[src/rtl/spc_divider.sv]
// spc_divider: restoring divider, one quotient bit per cycle
// no dependencies
`timescale 1ns / 1ps

module spc_divider #(
  parameter int NW  = 35,
  parameter int DVW = 21
) (
  input  logic           clk,
  input  logic           rst_n,
  input  logic           start,
  input  logic [NW-1:0]  dividend,
  input  logic [DVW-1:0] divisor,
  output logic           done,
  output logic [NW-1:0]  quotient
);

  localparam int CNTW = $clog2(NW + 1);

  logic [NW-1:0]   quo_r;
  logic [DVW-1:0]  rem_r;
  logic [DVW-1:0]  dvs_r;
  logic [CNTW-1:0] cnt_r;
  logic            busy_r;
  logic            done_r;

  logic [DVW:0]    rem_sh;
  logic            ge;
  logic [DVW:0]    rem_sub;

  // one trial subtraction per cycle
  always_comb begin
    rem_sh  = {rem_r, quo_r[NW-1]};
    ge      = rem_sh >= {1'b0, dvs_r};
    rem_sub = rem_sh - {1'b0, dvs_r};
  end

  // control
  always_ff @(posedge clk) begin
    if (!rst_n) begin
      busy_r <= 1'b0;
      done_r <= 1'b0;
      cnt_r  <= '0;
    end else begin
      done_r <= 1'b0;
      if (start) begin
        busy_r <= 1'b1;
        cnt_r  <= CNTW'(NW);
      end else if (busy_r) begin
        cnt_r <= cnt_r - 1'b1;
        if (cnt_r == CNTW'(1)) begin
          busy_r <= 1'b0;
          done_r <= 1'b1;
        end
      end
    end
  end

  // datapath
  always_ff @(posedge clk) begin
    if (start) begin
      quo_r <= dividend;
      rem_r <= '0;
      dvs_r <= divisor;
    end else if (busy_r) begin
      quo_r <= {quo_r[NW-2:0], ge};
      rem_r <= ge ? rem_sub[DVW-1:0] : rem_sh[DVW-1:0];
    end
  end

  assign done     = done_r;
  assign quotient = quo_r;

endmodule

[config.mk]
export PLATFORM = sky130hd
export DESIGN_NAME = spc_divider
export DESIGN_NICKNAME = d
export VERILOG_FILES = /design/src/rtl/spc_divider.sv
export SDC_FILE = /design/constraint.sdc
export NUM_CORES = 1
export LEC_CHECK = 0
export BUFFER_PORTS_ARGS = -buffer_cell sky130_fd_sc_hd__buf_4
export CAP_MARGIN = 20
export CORE_MARGIN = 3
export CORE_UTILIZATION = 43
export DETAILED_ROUTE_END_ITERATION = 10
export GPL_TIMING_DRIVEN = 1
export PLACE_DENSITY = 0.64
export SLEW_MARGIN = 5
export SYNTH_ARGS = -nofsm -noshare
export SYNTH_HDL_FRONTEND = slang
export SYNTH_SLANG_ARGS = --single-unit
[constraint.sdc]
create_clock -name clk -period 3.7 [get_ports clk]
set_clock_uncertainty 0.2 [all_clocks]
set_input_delay 1.11 -clock clk [delete_from_list [all_inputs] [get_ports clk]]
set_output_delay 1.11 -clock clk [all_outputs]
set_load 0.02 [all_outputs]
== Word level (Yosys, flattened, before mapping) ==
Index checks and enable logic that the tools add are counted.
Cells by class
  add/subtract/negate cells: 2
  reduce and logical (&&, ||, !) cells: 3
  $lt $le $gt $ge: 1
  bitwise logic cells: 2
  muxes and demuxes: 9
  equality and inequality tests: 1
Operators with widths (count)
  2-to-1 mux 35 bit: 2
  greater-or-equal comparator 22 x 21 -> 1 bit: 1
  2-to-1 mux 21 bit: 1
  subtractor 21 bit: 1
  2-to-1 mux 6 bit: 2
  equality test 6 x 1 -> 1 bit, second input constant: 1
  subtractor 6 x 1 -> 6 bit, second input constant: 1
  2-to-1 mux 1 bit: 4
  OR reduction 3 bit: 1
  inverter 1 bit: 2
  nonzero test 2 bit: 1
  OR reduction 2 bit: 1
Word-level totals
  input port bits: 59
  word-level logic and storage cells: 25
  bits in registers: 85

== Longest topological paths before layout ==
Gate-level depths: netlist of the first run.
  depth after elaboration: 4
  mapped depth: 13

== Worst setup path after synthesis of the first run ==
Ideal clock, no wire load.
  path type: register to register
  start: register quo_r[34] (netlist: quotient[34])
  end: register quo_r[0] (netlist: quotient[0]) (data pin)
  buffers on the path: 2
  arrival time: 2.818 ns
  data required time: 3.240 ns
  stages on the path, launching flop included: 13
  setup slack: 0.422 ns
  path through: edfxtp_1 > inv_1 > ha_1 > inv_1 > fa_1 > a21o_1 > a221oi_4 > o221a_1 > a21oi_1 > a311o_1 > buf_6 > buf_6 > mux2_2
On the way
  cells in the longest elaborated chain, start to end: 3
Ends and longest elaborated chain
  start: declaration: RTL line 20  | logic [NW-1:0] quo_r;
  start signal: assignment: RTL line 62  | quo_r <= dividend;
  start signal: assignment: RTL line 66  | quo_r <= {quo_r[NW-2:0], ge};
  greater-or-equal comparator 22 x 21 -> 1 bit: RTL line 34  | ge = rem_sh >= {1'b0, dvs_r};
  2-to-1 mux 35 bit: RTL line 65  | end else if (busy_r) begin
  2-to-1 mux 35 bit: RTL line 61  | if (start) begin
Every way passes these cells. The select of a mux whose other input is x is not followed.
A chain may end at the register's enable or synchronous reset.

== Worst setup path after layout of the first run ==
  start: register quo_r[34] (netlist: quotient[34])
  end: register rem_r[12]
On the way
  cells in the longest elaborated chain, start to end: 2
Ends and longest elaborated chain
  subtractor 21 bit or greater-or-equal comparator 22 x 21 -> 1 bit (tied branches): RTL line 35, 34
  2-to-1 mux 21 bit *: RTL line 67  | rem_r <= ge ? rem_sub[DVW-1:0] : rem_sh[DVW-1:0];
  end signal: assignment: RTL line 67
  end: declaration: RTL line 21  | logic [DVW-1:0] rem_r;
Mark *: on every way between the ends. The rest lies on a longest branch, timed or not.

==> results of run 1 <==
-- power by group --
group          total [W]  internal (W)  switching [W]  leakage, nW
Clock           0.000653      0.000331       0.000322       0.0947
Sequential       0.00115       0.00110      0.0000459        0.796
Combinational   0.000520      0.000239       0.000281         1.41
Total            0.00232       0.00167       0.000648         2.30
-- worst paths after layout --
| path | start | to | slack [ns] | depth (start not counted) |
|---|---|---|---|---|
| worst max-delay path | quotient[34] | rem_r[12] | 0.35 | 12 |
| worst min-delay path | rem_r[20] | rem_r[20] | 0.29 | 2 |
| worst max register to register | quotient[34] | rem_r[12] | 0.35 | 12 |
| worst min register to register | rem_r[20] | rem_r[20] | 0.29 | 2 |
-- sequential cells by signal (all words and copies together), names as in the netlist --
register / cells
cnt_r: 6
dvs_r: 21
rem_r: 21
busy_r: 1
quotient: 35
done: 1
-- cells in the mapped netlist (2+ instances only) --
library cell / number / share of area, %
inv_1: 30 / 2.5
buf_4: 2 / 0.33
a211oi_1: 11 / 1.8
nor3_1: 5 / 0.55
nand2b_1: 2 / 0.27
o21ai_0: 20 / 2.2
a31oi_1: 2 / 0.27
a21oi_1: 24 / 2.6
mux2i_1: 16 / 3.5
nor2_1: 34 / 2.8
xor2_1: 9 / 1.7
ha_1: 23 / 6.3
a31o_2: 2 / 0.38
xnor2_1: 13 / 2.5
nand2_1: 32 / 2.6
buf_6: 2 / 0.49
a21o_1: 3 / 0.49
nor2b_1: 3 / 0.41
nand3_1: 6 / 0.66
nand4_1: 2 / 0.27
and3_1: 3 / 0.41
o2111ai_1: 2 / 0.38
mux2_2: 35 / 8.6
dfxtp_1: 29 / 13
clkbuf_1: 13 / 1.1
edfxtp_1: 56 / 37
o21a_1: 6 / 0.99
o311a_1: 3 / 0.66
-- cells by family (layout without fill, tap and decap cells) --
group	after synthesis	count (layout)	share of synthesized area, %
multiplexers	51	51	12.1
flip-flops	85	85	49.5
buffers and inverters	48	148	4.68
adder cells (fa/ha/maj)	24	24	6.74
XOR/XNOR	22	22	4.22
AO/OA/AOI/OAI	91	91	14.2
AND/OR/NAND/NOR	90	90	8.49
-- critical path, cell delays in order (launching register included) --
cell,delay [ns]
edfxtp_1,0.41
inv_1,0.08
ha_1,0.16
inv_1,0.06
fa_1,0.40
a21o_1,0.24
a221oi_4,0.26
o221a_1,0.27
a21oi_1,0.07
a311o_2,0.52
buf_4,0.25
mux2i_1,0.13
a211oi_1,0.23
-- per-stage QoR --
stage | worst slack [ns] | utilization [%] | hold WS (ns)
after detailed placement | 0.277 | 53.7 | 0.267
after CTS | 0.232 | 55.6 | 0.282
after global placement | 0.363 | 53.7 | 0.240
after floorplan | 0.422 | - | 0.226
after global routing | 0.122 | 55.6 | 0.335
final | 0.350 | 55.6 | 0.290
-- area by class of cell --
cell class / instances / area share (%)
Clock buffer: 14 / 2.73
Clock inverter: 2 / 0.627
Inverter: 30 / 2.02
Multi-Input combinational cell: 278 / 37.5
Sequential cell: 85 / 40.5
Tap cell: 133 / 2.98
Timing Repair Buffer: 102 / 13.7
-- routing by layer --
layer  track usage, %  up-vias  wire length, um
met4             6.31        0              135
met2             26.6       78             4690
met5                0        -                0
li1                 -     1695                -
met1             23.6     1565             4630
met3             4.14       12              543
-- timing repair --
| item | 4_1_cts | 5_1_grt |
|---|---|---|
| gates resized for setup | 0 | 1 |
| endpoints found under the hold margin | 0 | 0 |
| setup endpoints to repair | 0 | 1 |
==> metrics.txt, run 1 <==
drt via density=5.20; Finished Cell Area=5590 um2; CTS root buf=clkbuf_8; unrepaired setup endpoints after global routing=no; footprint of the multi-input gates=2090 um2; Final nets=589; outcome=completed; Sink Count=85; DRC=0; nature of the critical path endpoint=flip-flop; Seq. cell area=2260 um2; PD cells=415 nW/um2; Fin Setup TNS=0 ns; gr ovfl total=0; Avg WL per Cell=15.5 um; global-route wire length before repair=16000 um; Syn Area/Cell=11.1 um2; DP HPWL=7370 um; H-tree Lvls=3; Tot Pwr=0.00232 W; crit share post-route=90.5%; flops & latches, synth=85; area of the mapped netlist=4570 um2; Static Leakage=2.30 nW; Starting Density=45.5%; Buffers on Ports=94; Slew HR=69.6%; Max rail drop VDD=0.224 mV; Tmin final=3.35 ns; Num CTS Buffers=9; Die Width=109 um; commonest cells after routing, fill and taps aside=buf_4, edfxtp_1, mux2_2, nor2_1, nand2_1; global placement routability congestion=0.893; Max Freq=298 MHz; Iteration-0 DRC Markers=161; most common cell after layout, fill and taps aside=buf_4; vias in the first global route=3327; Post-CTS Setup Repair Bufs=0; Final ANT Viol Nets=0; Max Cap Violations=0; final hold violations=0; hold crit path type=flip-flop to flip-flop; critical path peak fanout=14; share of cells above drive strength 1=30.3%; clock transition at the registers of the reported paths=0.09 ns; Placed Cells=628; DR vias=3350; Cells after Synth=411; EDFF count, synth=56; syn_nets=494; actual slew at the worst max-slew pin=0.456 ns; antenna violations before repair=0; core footprint=10000 um2; synth warn=0; Syn-to-layout area delta=22.3%; CP Class=flip-flop to flip-flop; asr flop ratio synth=0%; # fillers=892; die area=11900 um2; Post-DP Area=5400 um2; Clock Latency Late Sink=0.35 ns; I/O Pins=95; sequential-to-total area share from yosys stat=49.5%; # diodes=0; Slew Limit Fails=0; Non-Filler Instances=644; Die H=109 um; Yosys cell types=51; crit start category=flip-flop; largest net degree at the start of global routing=36; Post-Route WL=10000 um; GRT Total Usage=17.3%; CTS tree=yes; Worst EP arrival=3.43 ns; setup violators final=0; Pre-antenna DRT Iters=4; ys flop type=edfxtp_1; Hold-fix buffers, CTS=0; row count=36; clk buf depth=2; WP data required=3.77 ns
Note: power is estimated with default switching activity, not from simulation.
==> run 2: changes to the inputs <==
--- a/config.mk
+++ b/config.mk
@@ -6,4 +6,5 @@
 export NUM_CORES = 1
 export LEC_CHECK = 0
+export ABC_AREA = 1
 export BUFFER_PORTS_ARGS = -buffer_cell sky130_fd_sc_hd__buf_4
 export CAP_MARGIN = 20
@@ -12,5 +13,6 @@
 export DETAILED_ROUTE_END_ITERATION = 10
 export GPL_TIMING_DRIVEN = 1
-export PLACE_DENSITY = 0.64
+export PLACE_DENSITY = 0.63
+export REMOVE_ABC_BUFFERS = 1
 export SLEW_MARGIN = 5
 export SYNTH_ARGS = -nofsm -noshare
==> constraint.sdc (replaced) <==
create_clock -name clk -period 3.7 [get_ports clk]
set_clock_uncertainty 0.2 [all_clocks]
set_input_delay 0 -clock clk [delete_from_list [all_inputs] [get_ports clk]]
set_output_delay 0 -clock clk [all_outputs]
set_load 0.02 [all_outputs]
==> run 2 against run 1 <==
Against the previous run:
- first-iteration DRC count rose by 15%
- count of clock-buffer cells in the layout is 2 lower
- worst hold slack got worse by 0.25 ns
- final area up 21%
- combinational power decreased by 17%
- largest cell class is now multi-input gates
==> metrics.txt, run 2 <==
global placement routability congestion=0.907; Iteration-0 DRC Markers=185; Max Freq=382 MHz; Die Width=115 um; DP HPWL=8550 um; Worst EP arrival=2.69 ns; Non-Filler Instances=974; CTS root buf=clkbuf_16; outcome=completed; vias in the first global route=4491; critical path peak fanout=24; list of most frequent post-synthesis cells=nand2_1, inv_1, edfxtp_1, nand3_1, nor2_1; area of the mapped netlist=5080 um2; actual slew at the worst max-slew pin=1.01 ns; GRT Total Usage=19.5%; Slew HR=32.7%; DR vias=4671; Static Leakage=3.47 nW; Tmin final=2.62 ns; WP data required=3.77 ns; Largest register FFs=35; count leader, synth=nand2_1; Pre-antenna DRT Iters=5; top area cells in the synthesized netlist=edfxtp_1, nand2_1, dfxtp_1; Max rail drop VDD=0.224 mV; commonest cells after routing, fill and taps aside=nand2_1, inv_1, buf_4, dlygate4sd3_1, edfxtp_1; Syn-to-layout area delta=33.0%; ys flop type=edfxtp_1; critical path launch point=quotient[34]; Starting Density=44.3%; nature of the critical path endpoint=flip-flop; Final ANT Viol Nets=0; clk buf depth=2; Post-DP Area=5910 um2; DRC=0; Tot Pwr=0.00244 W; drt via density=4.80; unrepaired setup endpoints after global routing=no; CP Class=flip-flop to flip-flop; CTS tree=yes; die area=13200 um2; Critical-path top delay cell=fa_1; hold path start=start; clock transition at the registers of the reported paths=0.06 ns; asr flop ratio synth=0%; synth warn=0; Fin Setup TNS=0 ns; Placed Cells=901; Slew Limit Fails=0; most common cell after layout, fill and taps aside=nand2_1; Syn Area/Cell=7.52 um2; most used routing layer=met2; antenna violations before repair=0; Seq. cell area=2260 um2; flops & latches, synth=85; PD cells=361 nW/um2; Buffers on Ports=94; global-route wire length before repair=20800 um; leading area contributor after synthesis=edfxtp_1; footprint of the multi-input gates=2320 um2; H-tree Lvls=3; Sink Count=85; Cells after Synth=676; share of Yosys cell area claimed by the top area cell type=33.1%; Avg WL per Cell=12.5 um; Clock Latency Late Sink=0.34 ns; # fillers=1059; Finished Cell Area=6760 um2; GR met2 Demand/Resource=32.1%; Post-CTS Resized=0; # diodes=0; sequential-to-total area share from yosys stat=44.5%; final hold violations=0; met3 Use GR=4.32%; Max Cap Violations=0; crit share post-route=70.7%; core footprint=11500 um2; setup violators final=0; FF-to-FF Start=quotient[34]; Yosys cell types=38; EDFF count, synth=56; row count=39; crit start category=flip-flop; share of cells above drive strength 1=17.0%; largest net degree at the start of global routing=59; critical path cell sequence=inv_1, ha_1, inv_1, fa_1, nand2_1, nand3_2, nand2_2, nand2_2, nand2_4, nand2_4, nand2_1, nand3_1, o21ai_1; met1 usage=25.4%; Die H=115 um; Num CTS Buffers=9; CP max stage delay=0.44 ns; I/O Pins=95; hold crit path type=input port to flip-flop; Final nets=909; Post-Route WL=12200 um; gr ovfl total=0
run 2: cells by family (layout without fill, tap and decap cells):
family | count (synthesis) | count (layout) | share of synthesized area [%]
and+or+nand+nor | 401 | 401 | 34.5
buffers and inverters | 125 | 280 | 9.97
DFF | 85 | 85 | 44.5
AOI/OAI and AO/OA | 32 | 32 | 3.47
adders and majority gates | 24 | 24 | 6.05
xor gates and xnor gates | 9 | 9 | 1.55
run 2: power breakdown:
part | switching (W) | internal, W | leakage (nW)
clock | 0.000355 | 0.000523 | 0.141
combinational | 0.000237 | 0.000196 | 2.53
sequential | 0.0000360 | 0.00109 | 0.799
run 2: per-layer routing:
| metal | wire, um | part of all wire (%) | up-vias |
|---|---|---|---|
| li1 | - | - | 2426 |
| met1 | 5420 | 44 | 2100 |
| met2 | 5820 | 48 | 131 |
| met3 | 762 | 6.3 | 14 |
| met4 | 189 | 1.6 | 0 |
| met5 | 0 | 0 | - |
run 2: critical path: cells and delay by family, from the launching register on:
family	cells	cell delay [ns]
simple gates	8	1.10
buf+inv	2	0.16
flops	1	0.39
compound gates	1	0.11
fa+ha+maj	2	0.58
run 2: cell type report:
| class | count | area share, % |
|---|---|---|
| well taps | 143 | 2.65 |
| multi-input cells | 466 | 34.3 |
| clock inverters | 4 | 0.722 |
| inverters | 108 | 5.99 |
| clock buffers | 12 | 3.50 |
| flip-flops and latches | 85 | 33.5 |
| repair buffers | 156 | 19.4 |
run 2: final timing paths:
| kind | slack [ns] | endpoint | depth (start not counted) |
|---|---|---|---|
| setup / recovery | 1.08 | rem_r[5] | 13 |
| hold / removal | 0.04 | dvs_r[10] | 1 |
| setup reg to reg | 1.08 | rem_r[5] | 13 |
| hold reg to reg | 0.27 | rem_r[20] | 2 |
run 2: per-stage QoR:
stage	util, %	hold slack [ns]	worst slack, ns
5_1_grt	59.0	0.0669	0.852
6_report	59.0	0.0410	1.08
4_1_cts	59.0	0.0354	1.06
2_1_floorplan	-	-0.101	1.31
3_3_place_gp	51.5	-0.0207	1.19
3_5_place_dp	51.5	-0.0205	1.09
run 2: what timing repair did:
item / CTS / global route
hold buffers: 57 / 0
setup buffers: 0 / 0
hold endpoints to repair: 64 / 0
