### src/rtl/spc_pkg.sv
// spc_pkg: shared types and constants for the superpixel cluster pass unit
// no dependencies; used by spc_dist_unit, spc_divider users and the top level
`timescale 1ns / 1ps

package spc_pkg;

  // fixed field widths
  localparam int CHAN_BITS     = 8;
  localparam int SLOT_BITS     = 6;
  localparam int COUNT_BITS    = 21;
  localparam int IN_COORD_BITS = 10;
  localparam int CFG_BITS      = 8;
  localparam int CFG_IDX_BITS  = 2;
  localparam int USE_BITS      = 7;

  // configuration register indexes
  localparam logic [CFG_IDX_BITS-1:0] CFG_GRID_STEP      = 2'd0;
  localparam logic [CFG_IDX_BITS-1:0] CFG_COLOUR_WEIGHT  = 2'd1;
  localparam logic [CFG_IDX_BITS-1:0] CFG_CENTERS_IN_USE = 2'd2;

  // configuration reset values
  localparam logic [7:0]          GRID_STEP_RST      = 8'd16;
  localparam logic [7:0]          COLOUR_WEIGHT_RST  = 8'd10;
  localparam logic [USE_BITS-1:0] CENTERS_IN_USE_RST = 7'd64;

  localparam logic [COUNT_BITS-1:0] COUNT_MAX = '1;

  // item actions
  localparam logic ACT_LOAD  = 1'b0;
  localparam logic ACT_PIXEL = 1'b1;

  // distance unit steps
  typedef logic [3:0] step_t;

  localparam step_t STEP_SQ_L  = 4'd0;
  localparam step_t STEP_SQ_A  = 4'd1;
  localparam step_t STEP_SQ_B  = 4'd2;
  localparam step_t STEP_SQ_X  = 4'd3;
  localparam step_t STEP_SQ_Y  = 4'd4;
  localparam step_t STEP_SC_C0 = 4'd5;
  localparam step_t STEP_SC_C1 = 4'd6;
  localparam step_t STEP_SC_S0 = 4'd7;
  localparam step_t STEP_SC_S1 = 4'd8;
  localparam step_t STEP_LAST  = STEP_SC_S1;

  typedef struct packed {
    logic  en;
    step_t step;
  } dist_ctrl_t;

endpackage

### src/rtl/spc_dist_unit.sv
// spc_dist_unit: window test and distance with one shared multiplier
// depends on spc_pkg for the step codes and control struct
`timescale 1ns / 1ps

module spc_dist_unit #(
  parameter int COORD_BITS = 10,
  parameter int FRAC_BITS  = 4,
  localparam int CW  = spc_pkg::CHAN_BITS + FRAC_BITS,
  localparam int PW  = COORD_BITS + FRAC_BITS,
  localparam int DF  = (CW > PW) ? CW : PW,
  localparam int SQW = 2 * DF + 2,
  localparam int ACW = SQW + 16,
  localparam int DW  = ACW + 1
) (
  input  logic                                clk,
  input  spc_pkg::dist_ctrl_t                 ctrl,
  input  logic [COORD_BITS-1:0]               pix_x,
  input  logic [COORD_BITS-1:0]               pix_y,
  input  logic [3*spc_pkg::CHAN_BITS-1:0]     pix_col,
  input  logic [3*CW-1:0]                     cen_col,
  input  logic [2*PW-1:0]                     cen_pos,
  input  logic [7:0]                          grid_step,
  input  logic [7:0]                          colour_weight,
  output logic                                win_ok,
  output logic [DW-1:0]                       dist_val
);

  localparam int MA = SQW + 8;
  localparam int LW = ((COORD_BITS > 8) ? COORD_BITS : 8) + 1;
  localparam int HW = LW + FRAC_BITS;

  logic [ACW-1:0]   acc_c_r;
  logic [ACW-1:0]   acc_s_r;
  logic [MA-1:0]    mul_a;
  logic [DF-1:0]    mul_b;
  logic [MA+DF-1:0] prod;
  logic [ACW-1:0]   prod_t;
  logic [DF-1:0]    diff;

  function automatic logic win_axis(input logic [COORD_BITS-1:0] p,
                                    input logic [PW-1:0] c,
                                    input logic [7:0] s);
    logic lo_ok;
    logic hi_ok;
    lo_ok = (LW'(p) + LW'(s)) >= LW'(c >> FRAC_BITS);
    hi_ok = (HW'(p) << FRAC_BITS) < (HW'(c) + (HW'(s) << FRAC_BITS));
    return lo_ok && hi_ok;
  endfunction

  function automatic logic [DF-1:0] abs_diff(input logic [DF-1:0] a, input logic [DF-1:0] b);
    return (a > b) ? a - b : b - a;
  endfunction

  // search window on both axes
  assign win_ok = win_axis(pix_x, cen_pos[PW-1:0], grid_step) &&
                  win_axis(pix_y, cen_pos[2*PW-1:PW], grid_step);

  // operand selection for the shared multiplier
  always_comb begin
    diff  = '0;
    mul_a = '0;
    mul_b = '0;
    case (ctrl.step)
      spc_pkg::STEP_SQ_L, spc_pkg::STEP_SQ_A, spc_pkg::STEP_SQ_B: begin
        diff = abs_diff(DF'(CW'(pix_col[ctrl.step[1:0]*spc_pkg::CHAN_BITS +:
                                        spc_pkg::CHAN_BITS]) << FRAC_BITS),
                        DF'(cen_col[ctrl.step[1:0]*CW +: CW]));
        mul_a = MA'(diff);
        mul_b = diff;
      end
      spc_pkg::STEP_SQ_X: begin
        diff  = abs_diff(DF'(PW'(pix_x) << FRAC_BITS), DF'(cen_pos[PW-1:0]));
        mul_a = MA'(diff);
        mul_b = diff;
      end
      spc_pkg::STEP_SQ_Y: begin
        diff  = abs_diff(DF'(PW'(pix_y) << FRAC_BITS), DF'(cen_pos[2*PW-1:PW]));
        mul_a = MA'(diff);
        mul_b = diff;
      end
      spc_pkg::STEP_SC_C0, spc_pkg::STEP_SC_C1: begin
        mul_a = acc_c_r[MA-1:0];
        mul_b = DF'(grid_step);
      end
      spc_pkg::STEP_SC_S0, spc_pkg::STEP_SC_S1: begin
        mul_a = acc_s_r[MA-1:0];
        mul_b = DF'(colour_weight);
      end
      default: begin
        mul_a = '0;
      end
    endcase
    prod   = mul_a * mul_b;
    prod_t = prod[ACW-1:0];
  end

  // colour and spatial accumulators
  always_ff @(posedge clk) begin
    if (ctrl.en) begin
      case (ctrl.step)
        spc_pkg::STEP_SQ_L:                         acc_c_r <= prod_t;
        spc_pkg::STEP_SQ_A, spc_pkg::STEP_SQ_B:     acc_c_r <= acc_c_r + prod_t;
        spc_pkg::STEP_SQ_X:                         acc_s_r <= prod_t;
        spc_pkg::STEP_SQ_Y:                         acc_s_r <= acc_s_r + prod_t;
        spc_pkg::STEP_SC_C0, spc_pkg::STEP_SC_C1:   acc_c_r <= prod_t;
        spc_pkg::STEP_SC_S0, spc_pkg::STEP_SC_S1:   acc_s_r <= prod_t;
        default: begin
          acc_c_r <= acc_c_r;
        end
      endcase
    end
  end

  assign dist_val = DW'(acc_c_r) + DW'(acc_s_r);

endmodule

### config.mk
export PLATFORM = sky130hd
export DESIGN_NAME = spc_dist_unit
export DESIGN_NICKNAME = d
export VERILOG_FILES = /design/src/rtl/spc_pkg.sv /design/src/rtl/spc_dist_unit.sv
export SDC_FILE = /design/constraint.sdc
export NUM_CORES = 2
export LEC_CHECK = 0
export BUFFER_PORTS_ARGS = -buffer_cell sky130_fd_sc_hd__buf_4
export CAP_MARGIN = 40
export CELL_PAD_IN_SITES_DETAIL_PLACEMENT = 1
export CELL_PAD_IN_SITES_GLOBAL_PLACEMENT = 1
export CORE_ASPECT_RATIO = 1.75
export CORE_MARGIN = 2
export CORE_UTILIZATION = 50
export DETAILED_ROUTE_END_ITERATION = 7
export PLACE_DENSITY = 0.83
export SKIP_LAST_GASP = 1
export SLEW_MARGIN = 30
export SYNTH_ARGS = -nofsm -noshare
export SYNTH_HDL_FRONTEND = slang
export SYNTH_SLANG_ARGS = --single-unit
### constraint.sdc
create_clock -name clk -period 14.02 [get_ports clk]
set_clock_uncertainty 0.2 [all_clocks]
set_input_delay 0 -clock clk [delete_from_list [all_inputs] [get_ports clk]]
set_output_delay 0 -clock clk [all_outputs]
set_load 0.05 [all_outputs]
=== Word-level counts from Yosys, hierarchy flattened ===
Cells that the tools add are included.

* $add $sub $neg: 13
* Multipliers: 2
* Order comparisons: 7
* Equality and inequality tests: 8
* Shifts and indexed selects: 2
* Muxes and demuxes: 7
* Reductions and logical operators: 14

{| class="wikitable"
|+ Operators by type and width
! operator !! count
|-
| one-hot mux 38 bit (5 select lines) || 1
|-
| one-hot mux 46 bit (2 select lines) || 2
|-
| adder 46 bit || 2
|-
| one-hot mux 14 bit (5 select lines) || 1
|-
| subtractor 14 bit || 4
|-
| adder 46 x 46 -> 47 bit || 1
|-
| multiplier 38 x 14 -> 46 bit || 1
|-
| 2-to-1 mux 14 bit || 3
|-
| variable part select 36 x 7 -> 12 bit || 1
|-
| adder 14 x 12 -> 15 bit || 2
|-
| < comparator 14 x 15 -> 1 bit || 2
|-
| > comparator 14 bit || 2
|-
| subtractor 12 x 12 -> 13 bit || 2
|-
| variable part select 24 x 6 -> 8 bit || 1
|-
| adder 10 x 8 -> 11 bit || 2
|-
| >= comparator 11 x 10 -> 1 bit || 2
|-
| equality test 4 x 3 -> 1 bit (second input constant) || 4
|-
| > comparator 12 bit || 1
|-
| OR reduction 3 bit || 3
|-
| equality test 4 x 2 -> 1 bit (second input constant) || 2
|-
| OR reduction 2 bit || 3
|-
| equality test 4 x 1 -> 1 bit (second input constant) || 1
|-
| equality test 4 bit (second input constant) || 1
|-
| logical NOT 4 bit || 1
|-
| 4 further kinds || 8
|}

* Flip-flop bits (word level): 92
* Input port bits: 130
* Output and inout port bits: 48

=== Logic depth before layout (Yosys ltp) ===
* Word-level depth: 8
* Mapped depth: 52
* Depth with buffers taken out: 49

=== Worst setup path after synthesis ===
Ideal clock, no wire load.

* Kind: input -> register
* Start: input port ctrl[0] (netlist name)
* End: register acc_s_r[44], data pin
* Arrival time: 11066 ps
* Data required time: 13542 ps
* Setup slack: 2476 ps
* Cell stages on the path: 45
* Path buffers: 4
* Cells stage by stage: buf_2 buf_1 buf_1 mux2i_1 nor2_1 a21oi_1 inv_1 ha_1 or4_1 a21oi_1 nor4_2 or3_1 and3_1 o21ai_0 and3_1 clkbuf_1 nor2_1 fa_1 [9 not listed] ha_1 a2111o_1 nor4_1 o31a_1 o21ba_2 o21ai_0 a21oi_1 xnor2_1 ha_1 a21o_1 a21oi_1 o21ai_0 a221o_1 o41ai_1 nor2b_1 o21ai_0 xor2_1 a211oi_1

* Word-level cells in the longest chain between the ends: 8
* Elaborated cells on any way between the ends: 25
* Those cells by class: add/sub: 3; mul: 2; order compare: 1; eq/ne: 8; shift: 2; mux: 4; reduce/logical: 5

{| class="wikitable"
|+ Ends and longest elaborated chain
! element !! RTL line !! source
|-
| start: declaration || spc_dist_unit.sv:16 || <nowiki>input spc_pkg::dist_ctrl_t ctrl,</nowiki>
|-
| multiplier 2 x 2 -> 4 bit || spc_dist_unit.sv:67 || <nowiki>DF'(cen_col[ctrl.step[1:0]*CW +: CW]));</nowiki>
|-
| variable part select 36 x 7 -> 12 bit || spc_dist_unit.sv:67 ||
|-
| subtractor 12 x 12 -> 13 bit / > comparator 12 bit (equally long branches) || spc_dist_unit.sv:51 || <nowiki>return (a > b) ? a - b : b - a;</nowiki>
|-
| 2-to-1 mux 14 bit || spc_dist_unit.sv:51 ||
|-
| one-hot mux 38 bit (5 select lines) / one-hot mux 14 bit (5 select lines) (equally long branches) || spc_dist_unit.sv:63 || <nowiki>case (ctrl.step)</nowiki>
|-
| multiplier 38 x 14 -> 46 bit || spc_dist_unit.sv:93 || <nowiki>prod = mul_a * mul_b;</nowiki>
|-
| adder 46 bit || spc_dist_unit.sv:104 || <nowiki>spc_pkg::STEP_SQ_Y: acc_s_r <= acc_s_r + prod_t;</nowiki>
|-
| one-hot mux 46 bit (2 select lines) (*) || spc_dist_unit.sv:100 || <nowiki>case (ctrl.step)</nowiki>
|-
| end signal: assignment || spc_dist_unit.sv:103 || <nowiki>spc_pkg::STEP_SQ_X: acc_s_r <= prod_t;</nowiki>
|-
| end signal: assignment || spc_dist_unit.sv:104 ||
|-
| end signal: assignment || spc_dist_unit.sv:106 || <nowiki>spc_pkg::STEP_SC_S0, spc_pkg::STEP_SC_S1: acc_s_r <= prod_t;</nowiki>
|-
| end: declaration || spc_dist_unit.sv:33 || <nowiki>logic [ACW-1:0] acc_s_r;</nowiki>
|}

Mark *: on every way between the ends. The rest lies on a longest branch, timed or not.
A chain may end at the register's enable or synchronous reset.

=== Worst setup path in the final report ===
* Start: input port ctrl[1] (netlist name)
* End: register acc_s_r[44], data pin

The elaborated chain is that of the path after synthesis.

==> out/qor.csv <==
metric,value,unit
track_usage,35.17,%
maxCapViolCount,0,
synth_top_area_share,26.74,%
finalInstanceArea,34980,sq um
nets,4956,
worst_slew_pin_slew,1108,ps
numCtsBuffers,9,
cpMaxStageDelayCell,xor2_1,
initial_core_util,50.47,%
synthMuxAreaShare,1.742,%
synth-simple-area-share,14.09,%
period_share,93.07,%
syn_area_per_cell,8.414,sq um
clkLatencyLatePin,380,ps
synth_top_family_by_area,adder cells,
placed_area,34640,sq um
antenna_cells,0,
vias,29350,
hold_class,primary input to flip-flop,
routed_via_density,6.048,
synth_warnings,0,
finalHoldViolCount,0,
fp.dieH,338.1,um
htreeDepth,3,
ys_seq_area_share,8.661,%
cpPeakStageDelay,640,ps
finalCriticalPeriod,13050,ps
gp_congestion,0.9708,
start_kind,primary input,
synth_common_cells,"inv_1 (573), fa_1 (426), nand2_1 (411)",
cp-end-kind,flip-flop,
max-slew-margin-rel,26.13,%
cp_max_fo,29,
synth_most_common_cell,inv_1,
drive_above_1_share,8.080,%
synthArstFlopShare,0,%
synth_cell_types,96,
ys.flop_type,edfxtp_1,
ant_nets,0,
synthAdderAreaFrac,40.78,%
grt_pass1_vias,33226,
crit_path_frequent_cell,fa_1,
num_rows,122,
dpl.hpwl,98430,um
worst_hold_slack,238.5,ps
synthTopCellsByArea,"fa_1 (27%), ha_1 (14%), edfxtp_1 (8.7%)",
critical_path_class,primary input to flip-flop,
slew_violations,0,
post_cts_buffers,0,
min-delay-start,ctrl[4],
rsz0062_at_grt,no,
ioPinCount,178,
postRouteWirelength,114800,um
wl_per_cell,23.66,um
place.port_buffers,177,
path_clk_slew,80,ps
syn_area,31900,sq um
startpoint,ctrl[1],
syn_inst,3791,
cts-resized-gates,0,
ys_seq_elements,92,
status,finished clean,
finalSetupViolCount,0,
firstDrtPassIters,5,
drc,0,
synth-compound-area-share,20.49,%
register_area,2763,sq um
antenna_found_initial,0,
drtIter0Drc,1183,
clock.fmax,0.07664,GHz
die_w,194.9,um
cp_data_arrival_time,12950,ps
required,13920,ps
cts-hold-fix-buffers,0,
nFillCells,7804,
root_buffer,clkbuf_16,
fin_tns_setup,0,ps
synth_xor_area_share,5.958,%
coreArea,63200,sq um
grt_pass1_wl,178400,um
r2r_start,acc_c_r[8]$_DFFE_PP_,
yosys.area.top_type,fa_1,
grt_overflow,0,
cts_sinks,92,
area_growth,9.669,%
grt_max_degree,66,
clockBufferDepth,2,
die_area,65910,sq um
synth_edf_count,92,
cts_tree,yes,
multi_input_area,27020,sq um
[metrics by stage]
step	cells	utilization, %	worst slack [ps]
after global routing	4853	55.35	177.9
final	4853	55.35	971.3
after CTS	4850	55.33	1104
after detailed placement	4834	54.82	801.3
after global placement	4833	54.77	987.5
after floorplan	3912	-	2476
[kinds of logic (layout without fill, tap and decap cells)]
kind of cell / count (synthesis) / in the layout
and+or+nand+nor: 980 / 980
adders and majority gates: 784 / 784
muxes: 54 / 54
other: 2 / 123
DFF: 92 / 92
buffers and inverters: 685 / 820
xor gates and xnor gates: 217 / 217
AOI/OAI and AO/OA: 977 / 977
[cell type report]
cell class                 count  share of cell area [%]
tap                          806                   2.883
inverter                     576                   6.181
clock buffer                   9                  0.6438
multi-input combinational   3135                   77.25
timing repair buffer         228                   4.879
clock inverter                 7                  0.2683
sequential                    92                   7.898
[metal layers]
metal | share of wire [%] | up-vias | GRT usage [%]
li1 | - | 13232 | -
met1 | 29 | 14554 | 29.81
met2 | 54 | 973 | 67.08
met3 | 3.6 | 591 | 4.114
met4 | 13 | 0 | 37.34
met5 | 0 | - | 0
[worst max-delay path: cells and delay by family]
family | cells | cell delay, ps
buf+inv | 6 | 810
mux | 2 | 730
compound gates | 16 | 4180
fa+ha+maj | 9 | 3980
simple gates | 8 | 2330
xor+xnor | 2 | 840
[final timing paths]
| path | endpoint | slack, ps | depth (start not counted) |
|---|---|---|---|
| worst max-delay path | acc_s_r[44]$_DFFE_PP_ | 970 | 43 |
| worst min-delay path | acc_c_r[15]$_DFFE_PP_ | 240 | 3 |
| worst max register to register | acc_s_r[44]$_DFFE_PP_ | 3320 | 30 |
| worst min register to register | acc_c_r[0]$_DFFE_PP_ | 660 | 3 |
[flip-flops by register name (all words and copies together) (netlist names)]
signal	cells
acc_c_r	46
acc_s_r	46
[placed cells by master, fill, tap and decap left out, types with 8 or more instances in the layout]
master / netlist / layout
inv_1: 573 / 573
fa_1: 426 / 426
nand2_1: 411 / 411
ha_1: 358 / 358
a21oi_1: 265 / 265
nor2_1: 231 / 229
buf_4: 5 / 225
o21ai_0: 178 / 177
a21o_1: 163 / 163
xnor2_1: 147 / 147
conb_1: 2 / 123
edfxtp_1: 92 / 92
xor2_1: 70 / 70
nand3_1: 50 / 50
nor3_1: 49 / 48
and2_1: 48 / 48
mux2i_1: 45 / 45
o21bai_1: 41 / 41
o21a_1: 32 / 30
nand4_1: 30 / 30
nor2b_1: 30 / 29
nand2b_1: 30 / 29
a22o_1: 29 / 29
a31oi_1: 25 / 25
a211oi_1: 24 / 24
a22oi_1: 23 / 23
and3_1: 22 / 22
o211ai_1: 21 / 21
or3_1: 16 / 16
a221oi_1: 15 / 15
a221o_1: 16 / 15
a21boi_0: 14 / 14
nor4_1: 14 / 13
o31ai_1: 13 / 13
a211o_1: 11 / 11
a31o_2: 10 / 10
or2_2: 10 / 10
clkbuf_16: 0 / 9
mux2_2: 8 / 8
Power is left out: the tool's default activity adds up to more than one toggle a clock period on the data nets, which glitch-free logic cannot reach.
